==> src/design/rde_pkg.sv <==
// ----------------------------------------------------------------------------
// rde_pkg: shared constants, types and helpers of the radix digit emitter
// Alphabet lookup and check, divider request/response types, register indexes.
// ----------------------------------------------------------------------------
`default_nettype none

package rde_pkg;

  // Sizes
  localparam int MAX_RADIX  = 16;
  localparam int MAX_DIGITS = 32;
  localparam int VALUE_W    = 32;
  localparam int SYM_W      = 8;
  localparam int RADIX_W    = $clog2(MAX_RADIX + 1);
  localparam int DIGIT_W    = $clog2(MAX_RADIX);
  localparam int ALPHA_W    = 64;
  localparam int DADDR_W    = $clog2(MAX_DIGITS);
  localparam int DCNT_W     = $clog2(MAX_DIGITS + 1);
  localparam int CFG_IDX_W  = 2;

  // Divider: quotient bits resolved per cycle, and passes per division
  localparam int DIV_STEPS  = 8;
  localparam int DIV_PASSES = VALUE_W / DIV_STEPS;
  localparam int DIV_PCNT_W = $clog2(DIV_PASSES);

  // Character codes
  localparam logic [SYM_W-1:0] CH_MINUS  = 8'h2D;
  localparam logic [SYM_W-1:0] CH_PLUS   = 8'h2B;
  localparam logic [SYM_W-1:0] CH_LOWEST = 8'd32;
  localparam logic [SYM_W-1:0] CH_HIGHEST = 8'd126;
  localparam logic [SYM_W-1:0] CH_NONE   = 8'd0;
  localparam logic [RADIX_W-1:0] MIN_RADIX = RADIX_W'(2);

  // Register indexes
  localparam logic [CFG_IDX_W-1:0] REG_RADIX_SIZE   = 2'd0;
  localparam logic [CFG_IDX_W-1:0] REG_SYMBOLS_LOW  = 2'd1;
  localparam logic [CFG_IDX_W-1:0] REG_SYMBOLS_HIGH = 2'd2;

  // Reset values of the registers: radix 10, alphabet "0123456789"
  localparam logic [RADIX_W-1:0] RST_RADIX_SIZE   = RADIX_W'(10);
  localparam logic [ALPHA_W-1:0] RST_SYMBOLS_LOW  = 64'h3736353433323130;
  localparam logic [ALPHA_W-1:0] RST_SYMBOLS_HIGH = 64'h0000000000003938;

  // Divider start request
  typedef struct packed {
    logic               start;
    logic [VALUE_W-1:0] dividend;
    logic [RADIX_W-1:0] divisor;
  } div_req_t;

  // Divider result, valid while done is high
  typedef struct packed {
    logic               busy;
    logic               done;
    logic [VALUE_W-1:0] quot;
    logic [DIGIT_W-1:0] rem;
  } div_rsp_t;

  // Pick one alphabet symbol out of the two alphabet words
  function automatic logic [SYM_W-1:0] alphabet_byte(
    input logic [ALPHA_W-1:0] lo,
    input logic [ALPHA_W-1:0] hi,
    input logic [DIGIT_W-1:0] idx
  );
    logic [ALPHA_W-1:0] word;
    word = idx[DIGIT_W-1] ? hi : lo;
    return word[idx[DIGIT_W-2:0]*SYM_W +: SYM_W];
  endfunction

  // Check the symbols in use: printable, no sign characters, no repeats
  function automatic logic alphabet_valid(
    input logic [RADIX_W-1:0] n,
    input logic [ALPHA_W-1:0] lo,
    input logic [ALPHA_W-1:0] hi
  );
    logic              ok;
    logic [SYM_W-1:0]  ci;
    logic [SYM_W-1:0]  cj;
    ok = (n >= MIN_RADIX) && (n <= RADIX_W'(MAX_RADIX));
    for (int i = 0; i < MAX_RADIX; i++) begin
      ci = alphabet_byte(lo, hi, DIGIT_W'(i));
      if (RADIX_W'(i) < n) begin
        if (ci < CH_LOWEST || ci > CH_HIGHEST || ci == CH_PLUS || ci == CH_MINUS) begin
          ok = 1'b0;
        end
        for (int j = i + 1; j < MAX_RADIX; j++) begin
          cj = alphabet_byte(lo, hi, DIGIT_W'(j));
          if (RADIX_W'(j) < n && cj == ci) begin
            ok = 1'b0;
          end
        end
      end
    end
    return ok;
  endfunction

endpackage

`default_nettype wire

==> src/design/rde_div.sv <==
// ----------------------------------------------------------------------------
// rde_div: iterative divider by the radix
// Restoring shift-subtract over the 32-bit dividend, DIV_STEPS quotient bits
// per cycle while busy; done pulses once after the last pass.
// ----------------------------------------------------------------------------
`default_nettype none

module rde_div (
  input  wire logic             clk,
  input  wire logic             rst_n,
  input  wire rde_pkg::div_req_t req,
  output rde_pkg::div_rsp_t     rsp
);
  import rde_pkg::*;

  logic                  busy_r;
  logic                  done_r;
  logic [DIV_PCNT_W-1:0] pass_r;
  logic [VALUE_W-1:0]    work_r;
  logic [DIGIT_W-1:0]    rem_r;
  logic [RADIX_W-1:0]    divisor_r;

  logic [VALUE_W-1:0]    work_nxt;
  logic [DIGIT_W-1:0]    rem_nxt;
  logic [VALUE_W-1:0]    w;
  logic [DIGIT_W-1:0]    r;
  logic [DIGIT_W:0]      t;

  // Resolve DIV_STEPS quotient bits; the partial remainder stays below the divisor
  always_comb begin
    w = work_r;
    r = rem_r;
    t = '0;
    for (int k = 0; k < DIV_STEPS; k++) begin
      t = {r, w[VALUE_W-1]};
      w = {w[VALUE_W-2:0], 1'b0};
      if ((DIGIT_W+1)'(divisor_r) <= t) begin
        t    = t - (DIGIT_W+1)'(divisor_r);
        w[0] = 1'b1;
      end
      r = t[DIGIT_W-1:0];
    end
    work_nxt = w;
    rem_nxt  = r;
  end

  // Load on start, advance one pass per cycle while busy
  always_ff @(posedge clk) begin
    if (!rst_n) begin
      busy_r <= 1'b0;
      done_r <= 1'b0;
      pass_r <= '0;
    end else begin
      done_r <= 1'b0;
      if (req.start) begin
        busy_r    <= 1'b1;
        pass_r    <= '0;
        work_r    <= req.dividend;
        rem_r     <= '0;
        divisor_r <= req.divisor;
      end else if (busy_r) begin
        work_r <= work_nxt;
        rem_r  <= rem_nxt;
        pass_r <= pass_r + DIV_PCNT_W'(1);
        if (pass_r == DIV_PCNT_W'(DIV_PASSES - 1)) begin
          busy_r <= 1'b0;
          done_r <= 1'b1;
        end
      end
    end
  end

  assign rsp.busy = busy_r;
  assign rsp.done = done_r;
  assign rsp.quot = work_r;
  assign rsp.rem  = rem_r;

endmodule

`default_nettype wire

==> src/design/radix_digit_emitter.sv <==
// ----------------------------------------------------------------------------
// radix_digit_emitter: signed integer to text in a configured radix
// Steps: check the alphabet, then one division per digit in the shared divider,
//   one sign step, then a fetch and an emit step per digit beat.
// Throughput: one value at a time; in_ready returns after the last beat is
//   loaded, also for zero or error.
// The per-digit divider pass count sets the conversion time.
// Reset: synchronous active low; registers return to radix 10, "0123456789".
// ----------------------------------------------------------------------------
`default_nettype none

module radix_digit_emitter (
  input  wire logic                                 clk,
  input  wire logic                                 rst_n,
  // Input value
  input  wire logic                                 in_valid,
  output logic                                      in_ready,
  input  wire logic signed [rde_pkg::VALUE_W-1:0]   in_value,
  // Result characters
  output logic                                      out_valid,
  input  wire logic                                 out_ready,
  output logic [rde_pkg::SYM_W-1:0]                 out_symbol,
  output logic                                      out_last,
  output logic                                      out_bad_alphabet,
  // Register writes
  input  wire logic                                 cfg_valid,
  output logic                                      cfg_ready,
  input  wire logic [rde_pkg::CFG_IDX_W-1:0]        cfg_index,
  input  wire logic [rde_pkg::ALPHA_W-1:0]          cfg_data
);
  import rde_pkg::*;

  typedef enum logic [2:0] {
    ST_IDLE,
    ST_CHECK,
    ST_DIV,
    ST_SIGN,
    ST_FETCH,
    ST_EMIT
  } state_t;

  state_t               state_r;
  logic [RADIX_W-1:0]   radix_size_r;
  logic [ALPHA_W-1:0]   symbols_low_r;
  logic [ALPHA_W-1:0]   symbols_high_r;
  logic [VALUE_W-1:0]   value_r;
  logic                 neg_r;
  logic [DCNT_W-1:0]    count_r;
  logic                 out_valid_r;
  logic [SYM_W-1:0]     out_symbol_r;
  logic                 out_last_r;
  logic                 out_bad_r;
  logic [DIGIT_W-1:0]   digit_mem [MAX_DIGITS];
  logic [DIGIT_W-1:0]   rd_digit_r;

  div_req_t             div_req;
  div_rsp_t             div_rsp;
  logic                 alpha_ok;
  logic                 out_free;
  logic                 last_digit;
  logic                 mem_we;
  logic [VALUE_W-1:0]   magnitude;
  logic [DCNT_W-1:0]    count_dec;

  // Shared divider
  rde_div u_div (
    .clk   (clk),
    .rst_n (rst_n),
    .req   (div_req),
    .rsp   (div_rsp)
  );

  assign alpha_ok   = alphabet_valid(radix_size_r, symbols_low_r, symbols_high_r);
  assign out_free   = !out_valid_r || out_ready;
  assign magnitude  = value_r[VALUE_W-1] ? (~value_r + VALUE_W'(1)) : value_r;
  assign last_digit = (div_rsp.quot == '0) || (count_r == DCNT_W'(MAX_DIGITS - 1));
  assign mem_we     = (state_r == ST_DIV) && div_rsp.done;
  assign count_dec  = count_r - DCNT_W'(1);

  // Start the divider on a nonzero value, restart it on each quotient
  always_comb begin
    div_req.start    = ((state_r == ST_CHECK) && alpha_ok && (value_r != '0)) ||
                       (mem_we && !last_digit);
    div_req.dividend = (state_r == ST_CHECK) ? magnitude : div_rsp.quot;
    div_req.divisor  = radix_size_r;
  end

  // Sequencer, register file and output beat register
  always_ff @(posedge clk) begin
    if (!rst_n) begin
      state_r        <= ST_IDLE;
      radix_size_r   <= RST_RADIX_SIZE;
      symbols_low_r  <= RST_SYMBOLS_LOW;
      symbols_high_r <= RST_SYMBOLS_HIGH;
      count_r        <= '0;
      out_valid_r    <= 1'b0;
    end else begin
      if (cfg_valid) begin
        unique case (cfg_index)
          REG_RADIX_SIZE:   radix_size_r   <= cfg_data[RADIX_W-1:0];
          REG_SYMBOLS_LOW:  symbols_low_r  <= cfg_data;
          REG_SYMBOLS_HIGH: symbols_high_r <= cfg_data;
          default: ;
        endcase
      end

      // Drop the held beat once taken; a load below overrides
      if (out_ready) begin
        out_valid_r <= 1'b0;
      end

      unique case (state_r)
        ST_IDLE: begin
          if (in_valid) begin
            value_r <= in_value;
            state_r <= ST_CHECK;
          end
        end
        ST_CHECK: begin
          if (!alpha_ok) begin
            if (out_free) begin
              out_valid_r  <= 1'b1;
              out_symbol_r <= CH_NONE;
              out_last_r   <= 1'b1;
              out_bad_r    <= 1'b1;
              state_r      <= ST_IDLE;
            end
          end else if (value_r == '0) begin
            if (out_free) begin
              out_valid_r  <= 1'b1;
              out_symbol_r <= alphabet_byte(symbols_low_r, symbols_high_r, '0);
              out_last_r   <= 1'b1;
              out_bad_r    <= 1'b0;
              state_r      <= ST_IDLE;
            end
          end else begin
            neg_r   <= value_r[VALUE_W-1];
            count_r <= '0;
            state_r <= ST_DIV;
          end
        end
        ST_DIV: begin
          if (div_rsp.done) begin
            count_r <= count_r + DCNT_W'(1);
            if (last_digit) begin
              state_r <= ST_SIGN;
            end
          end
        end
        ST_SIGN: begin
          if (!neg_r) begin
            state_r <= ST_FETCH;
          end else if (out_free) begin
            out_valid_r  <= 1'b1;
            out_symbol_r <= CH_MINUS;
            out_last_r   <= 1'b0;
            out_bad_r    <= 1'b0;
            state_r      <= ST_FETCH;
          end
        end
        ST_FETCH: begin
          count_r <= count_dec;
          state_r <= ST_EMIT;
        end
        ST_EMIT: begin
          if (out_free) begin
            out_valid_r  <= 1'b1;
            out_symbol_r <= alphabet_byte(symbols_low_r, symbols_high_r, rd_digit_r);
            out_last_r   <= (count_r == '0);
            out_bad_r    <= 1'b0;
            state_r      <= (count_r == '0) ? ST_IDLE : ST_FETCH;
          end
        end
        default: state_r <= ST_IDLE;
      endcase
    end
  end

  // Digit store: remainders land least significant first, read back in reverse
  always_ff @(posedge clk) begin
    if (mem_we) begin
      digit_mem[count_r[DADDR_W-1:0]] <= div_rsp.rem;
    end
    if (state_r == ST_FETCH) begin
      rd_digit_r <= digit_mem[count_dec[DADDR_W-1:0]];
    end
  end

  assign in_ready         = (state_r == ST_IDLE);
  assign cfg_ready        = 1'b1;
  assign out_valid        = out_valid_r;
  assign out_symbol       = out_symbol_r;
  assign out_last         = out_last_r;
  assign out_bad_alphabet = out_bad_r;

endmodule

`default_nettype wire

==> config.mk <==
export PLATFORM = sky130hd
export DESIGN_NAME = radix_digit_emitter
export DESIGN_NICKNAME = d
export VERILOG_FILES = /design/src/design/rde_pkg.sv /design/src/design/rde_div.sv /design/src/design/radix_digit_emitter.sv
export SDC_FILE = /design/constraint.sdc
export NUM_CORES = 1
export LEC_CHECK = 0
export BUFFER_PORTS_ARGS = -buffer_cell sky130_fd_sc_hd__buf_2
export CELL_PAD_IN_SITES_DETAIL_PLACEMENT = 0
export CELL_PAD_IN_SITES_GLOBAL_PLACEMENT = 2
export CORE_UTILIZATION = 38
export CTS_BUF_LIST = sky130_fd_sc_hd__clkbuf_8
export DETAILED_ROUTE_END_ITERATION = 6
export PLACE_DENSITY_LB_ADDON = 0.1
export SETUP_SLACK_MARGIN = 0.5
export SYNTH_ARGS = -nofsm -noshare
export SYNTH_HDL_FRONTEND = slang
export SYNTH_SLANG_ARGS = --single-unit
export TNS_END_PERCENT = 30
==> constraint.sdc <==
create_clock -name clk -period 12.11 [get_ports clk]
set_input_delay 0.6055 -clock clk [delete_from_list [all_inputs] [get_ports clk]]
set_output_delay 0.6055 -clock clk [all_outputs]
set_load 0.02 [all_outputs]
==> results.sh <==
export IMPL_syn2layout_area_growth_pct=10.3
export IMPL_p_sw_frac=0.345
export IMPL_ys_types=86
export IMPL_status="complete, but fails checks"
export IMPL_start_util=0.385
export IMPL_setup_viol=0
export IMPL_worst_slack_ps=956
export IMPL_synth_area_leaders="xnor2_1 22%, edfxtp_1 21%, dfxtp_1 9.5%"
export IMPL_total_power_mw=4.16
export IMPL_seq_power_share=0.338
export IMPL_min_path_type="in2reg"
export IMPL_period_needed_ps=11150
export IMPL_multi_input_area_um2=20000
export IMPL_cellPowerDensity_nw_per_um2=121
export IMPL_synth_top_family_by_area="XOR/XNOR gates"
export IMPL_vdd_drop_max_mv=0.146
export IMPL_fin_area_um2=34300
export IMPL_tightest_slew_ps=1130
export IMPL_synth_seq_cells=363
export IMPL_grt_pass1_wl_um=186000
export IMPL_startpoint_type="register"
export IMPL_synth_top_area_frac=0.222
export IMPL_finalSetupTns_ps=0
export IMPL_criticalPathCategory="reg2reg"
export IMPL_dieArea_um2=82900
export IMPL_drc_errors=22
export IMPL_die_w_um=288
export IMPL_cts_htree_levels=3
export IMPL_synth_compound_area_frac=0.0686
export IMPL_synth_edf_count=216
export IMPL_synth_ff_type="edfxtp_1"
export IMPL_cts_path_max_buffers=3
export IMPL_avgRoutedWirePerCell_um=29.1
export IMPL_cp_data_required_time_ps=12630
export IMPL_slew_headroom=0.242
export IMPL_grt_pass1_vias=26100
export IMPL_clk_pin_slew_ps=60
export IMPL_first_pass_iters=7
export IMPL_cts_tree="built"
export IMPL_synth_mux_area_frac=0.0811
export IMPL_regArea_um2=9450
export IMPL_fmax_mhz=89.7
export IMPL_syn_area_um2=31100
export IMPL_core_area_um2=80700
export IMPL_yosysWarnings=0
export IMPL_fin_skew_ps=75.0
export IMPL_critical_path_top_delay_family="compound AO/OA/AOI/OAI gates"
export IMPL_antenna_found_initial=12
export IMPL_max_cap_violations=0
export IMPL_cts_root_buf="clkbuf_8"
export IMPL_routed_via_count=26600
export IMPL_path_max_fanout=6
export IMPL_leakage_nw=11.5
export IMPL_drt_iter0_markers=2587
export IMPL_worstPathBufferInverterCount=5
export IMPL_syn_nets=3500
export IMPL_nets=3514
export IMPL_worstSkewPairLatency_ps=740
export IMPL_finalHoldViolCount=0
export IMPL_crit_slowest_cell="edfxtp_1"
export IMPL_cellInternalPower_mw=2.72
export IMPL_portBuffers=114
export IMPL_synthTopCellsByCount="788 x xnor2_1, 329 x nand2_1, 216 x edfxtp_1"
export IMPL_dp_hpwl_um=80100
export IMPL_ant_nets=0
export IMPL_synthSimpleGateAreaFrac=0.168
export IMPL_routabilityCongestion=0.968
export IMPL_grt_use_total=0.308
export IMPL_clkPwrFrac=0.301
export IMPL_wirelength_um=129000
export IMPL_rsz0062_at_grt="false"
export IMPL_arrival_ps=11680
export IMPL_synth_async_reset_ratio=0
export IMPL_synth_fa_ha_area_frac=0.0338
export IMPL_cts_inserted_buffers=69
export IMPL_yosysTopAreaCell="xnor2_1"
export IMPL_synth_most_common_cell="xnor2_1"
export IMPL_synthCells=3318
export IMPL_seq_area_frac_synth=0.304
export IMPL_finalCritPeriodShare=0.921
export IMPL_p_sw_mw=1.44
export IMPL_die_height_um=288
export IMPL_crit_top_cell="o21a_1"
export IMPL_routed_via_density=5.97
export IMPL_ioPinCount=116
export IMPL_critical_path_max_stage_delay_ps=410
export IMPL_drv_slew=0
export IMPL_pre_cts_slack_ps=-481
export IMPL_grt_max_degree=65
export IMPL_syn_avg_cell_area_um2=9.36
export IMPL_violations="design-rule violations"
export IMPL_holdBufCountCts=0
export IMPL_endpoint_kind="register"
export IMPL_synthXorXnorAreaFrac=0.280
export IMPL_power_frac_comb=0.361
export IMPL_layout_drive_gt1_share=0.178
export IMPL_placed_cell_area_um2=32400
export IMPL_rows=104
export IMPL_fillers=7883
export IMPL_clock_sinks=363
export IMPL_grt_overflow=0
[flip-flops by register name (all words and copies together) (netlist names), 3 cells and up]
name / count
u_div.divisor_r: 5
count_r: 6
rd_digit_r: 4
symbols_low_r: 64
u_div.rem_r: 4
symbols_high_r: 64
value_r: 32
radix_size_r: 5
out_symbol: 8
digit_mem: 128
u_div.work_r: 32
state_r: 3
[final timing paths]
path | from | end | slack (ps) | cells after the start
min reg2reg | symbols_low_r[27] | symbols_low_r[27] | 460 | 2
min | in_value[9] | value_r[9] | 80 | 1
max | u_div.rem_r[0] | u_div.rem_r[2] | 960 | 66
max reg2reg | u_div.rem_r[0] | u_div.rem_r[2] | 960 | 66
[power by group through the flow]
stage / sequential, mW / clock, mW / combinational [mW]
floorplan: 1.40 / 0 / 0.965
global route: 1.41 / 1.34 / 1.63
detailed placement: 1.43 / 0 / 1.25
CTS: 1.40 / 1.29 / 1.41
global placement: 1.43 / 0 / 1.23
finish: 1.41 / 1.25 / 1.50
[through the flow]
stage | std cells | util | hold WS (ps)
2_1_floorplan | 3318 | - | 403
3_3_place_gp | 4296 | 0.402 | 446
3_5_place_dp | 4296 | 0.402 | 449
4_1_cts | 4440 | 0.423 | 32.5
5_1_grt | 4446 | 0.425 | 45.1
6_report | 4446 | 0.425 | 78.1
[worst register-to-register path: cells and delay by family, from the launching register on]
family / cells / cell delay [ps]
flops: 1 / 410
buf+inv: 5 / 470
simple gates: 14 / 1660
compound gates: 36 / 5660
fa+ha+maj: 8 / 1990
mux: 3 / 850
[kinds of logic (layout without fill, tap and decap cells)]
kind of cell	count (synthesis)	after routing
adder cells (fa/ha/maj)	79	79
other	1	3
AO/OA/AOI/OAI	327	327
flip-flops	363	363
XOR/XNOR	994	994
multiplexers	140	140
buffers and inverters	401	467
AND/OR/NAND/NOR	1013	1013
[layout make-up]
class,instances,area share
multi-input combinational,2554,0.583
sequential,363,0.276
timing repair buffer,294,0.0561
tap,1060,0.0387
clock buffer,75,0.0301
clock inverter,48,0.0110
inverter,50,0.00551
antenna,2,0.000146
[cell usage in the layout, fill, tap and decap left out, drive strengths merged, types with 14 or more instances in the layout]
cell,netlist,routed
o31ai,19,19
or3,14,14
nor2b,15,15
a31oi,19,19
mux2i,23,23
o21a,24,24
clkbuf,75,75
buf,276,294
inv,49,68
a21oi,143,143
o21ai,40,40
dfxtp,147,147
mux2,37,37
nor4,95,95
nor3,110,110
xor2,206,206
mux4,80,80
nor2,106,106
a21o,16,16
ha,71,71
nand4,200,200
edfxtp,216,216
nand3,62,62
nand2b,21,21
clkinv,1,25
nand2,329,329
xnor2,788,788
[routing by layer]
metal | vias to the layer above | track usage | share of wire
met5 | - | 0 | 0
met3 | 318 | 0.0628 | 0.083
met1 | 13300 | 0.425 | 0.44
met4 | 0 | 0.122 | 0.038
met2 | 1371 | 0.468 | 0.44
li1 | 11600 | - | -
[repair_timing]
action                     CTS  global route
setup endpoints to repair    5             5
buffers inserted            21             4
pin swaps                   10             6
resized for setup           21            23
No activity file was read; power rests on OpenSTA's default activity.
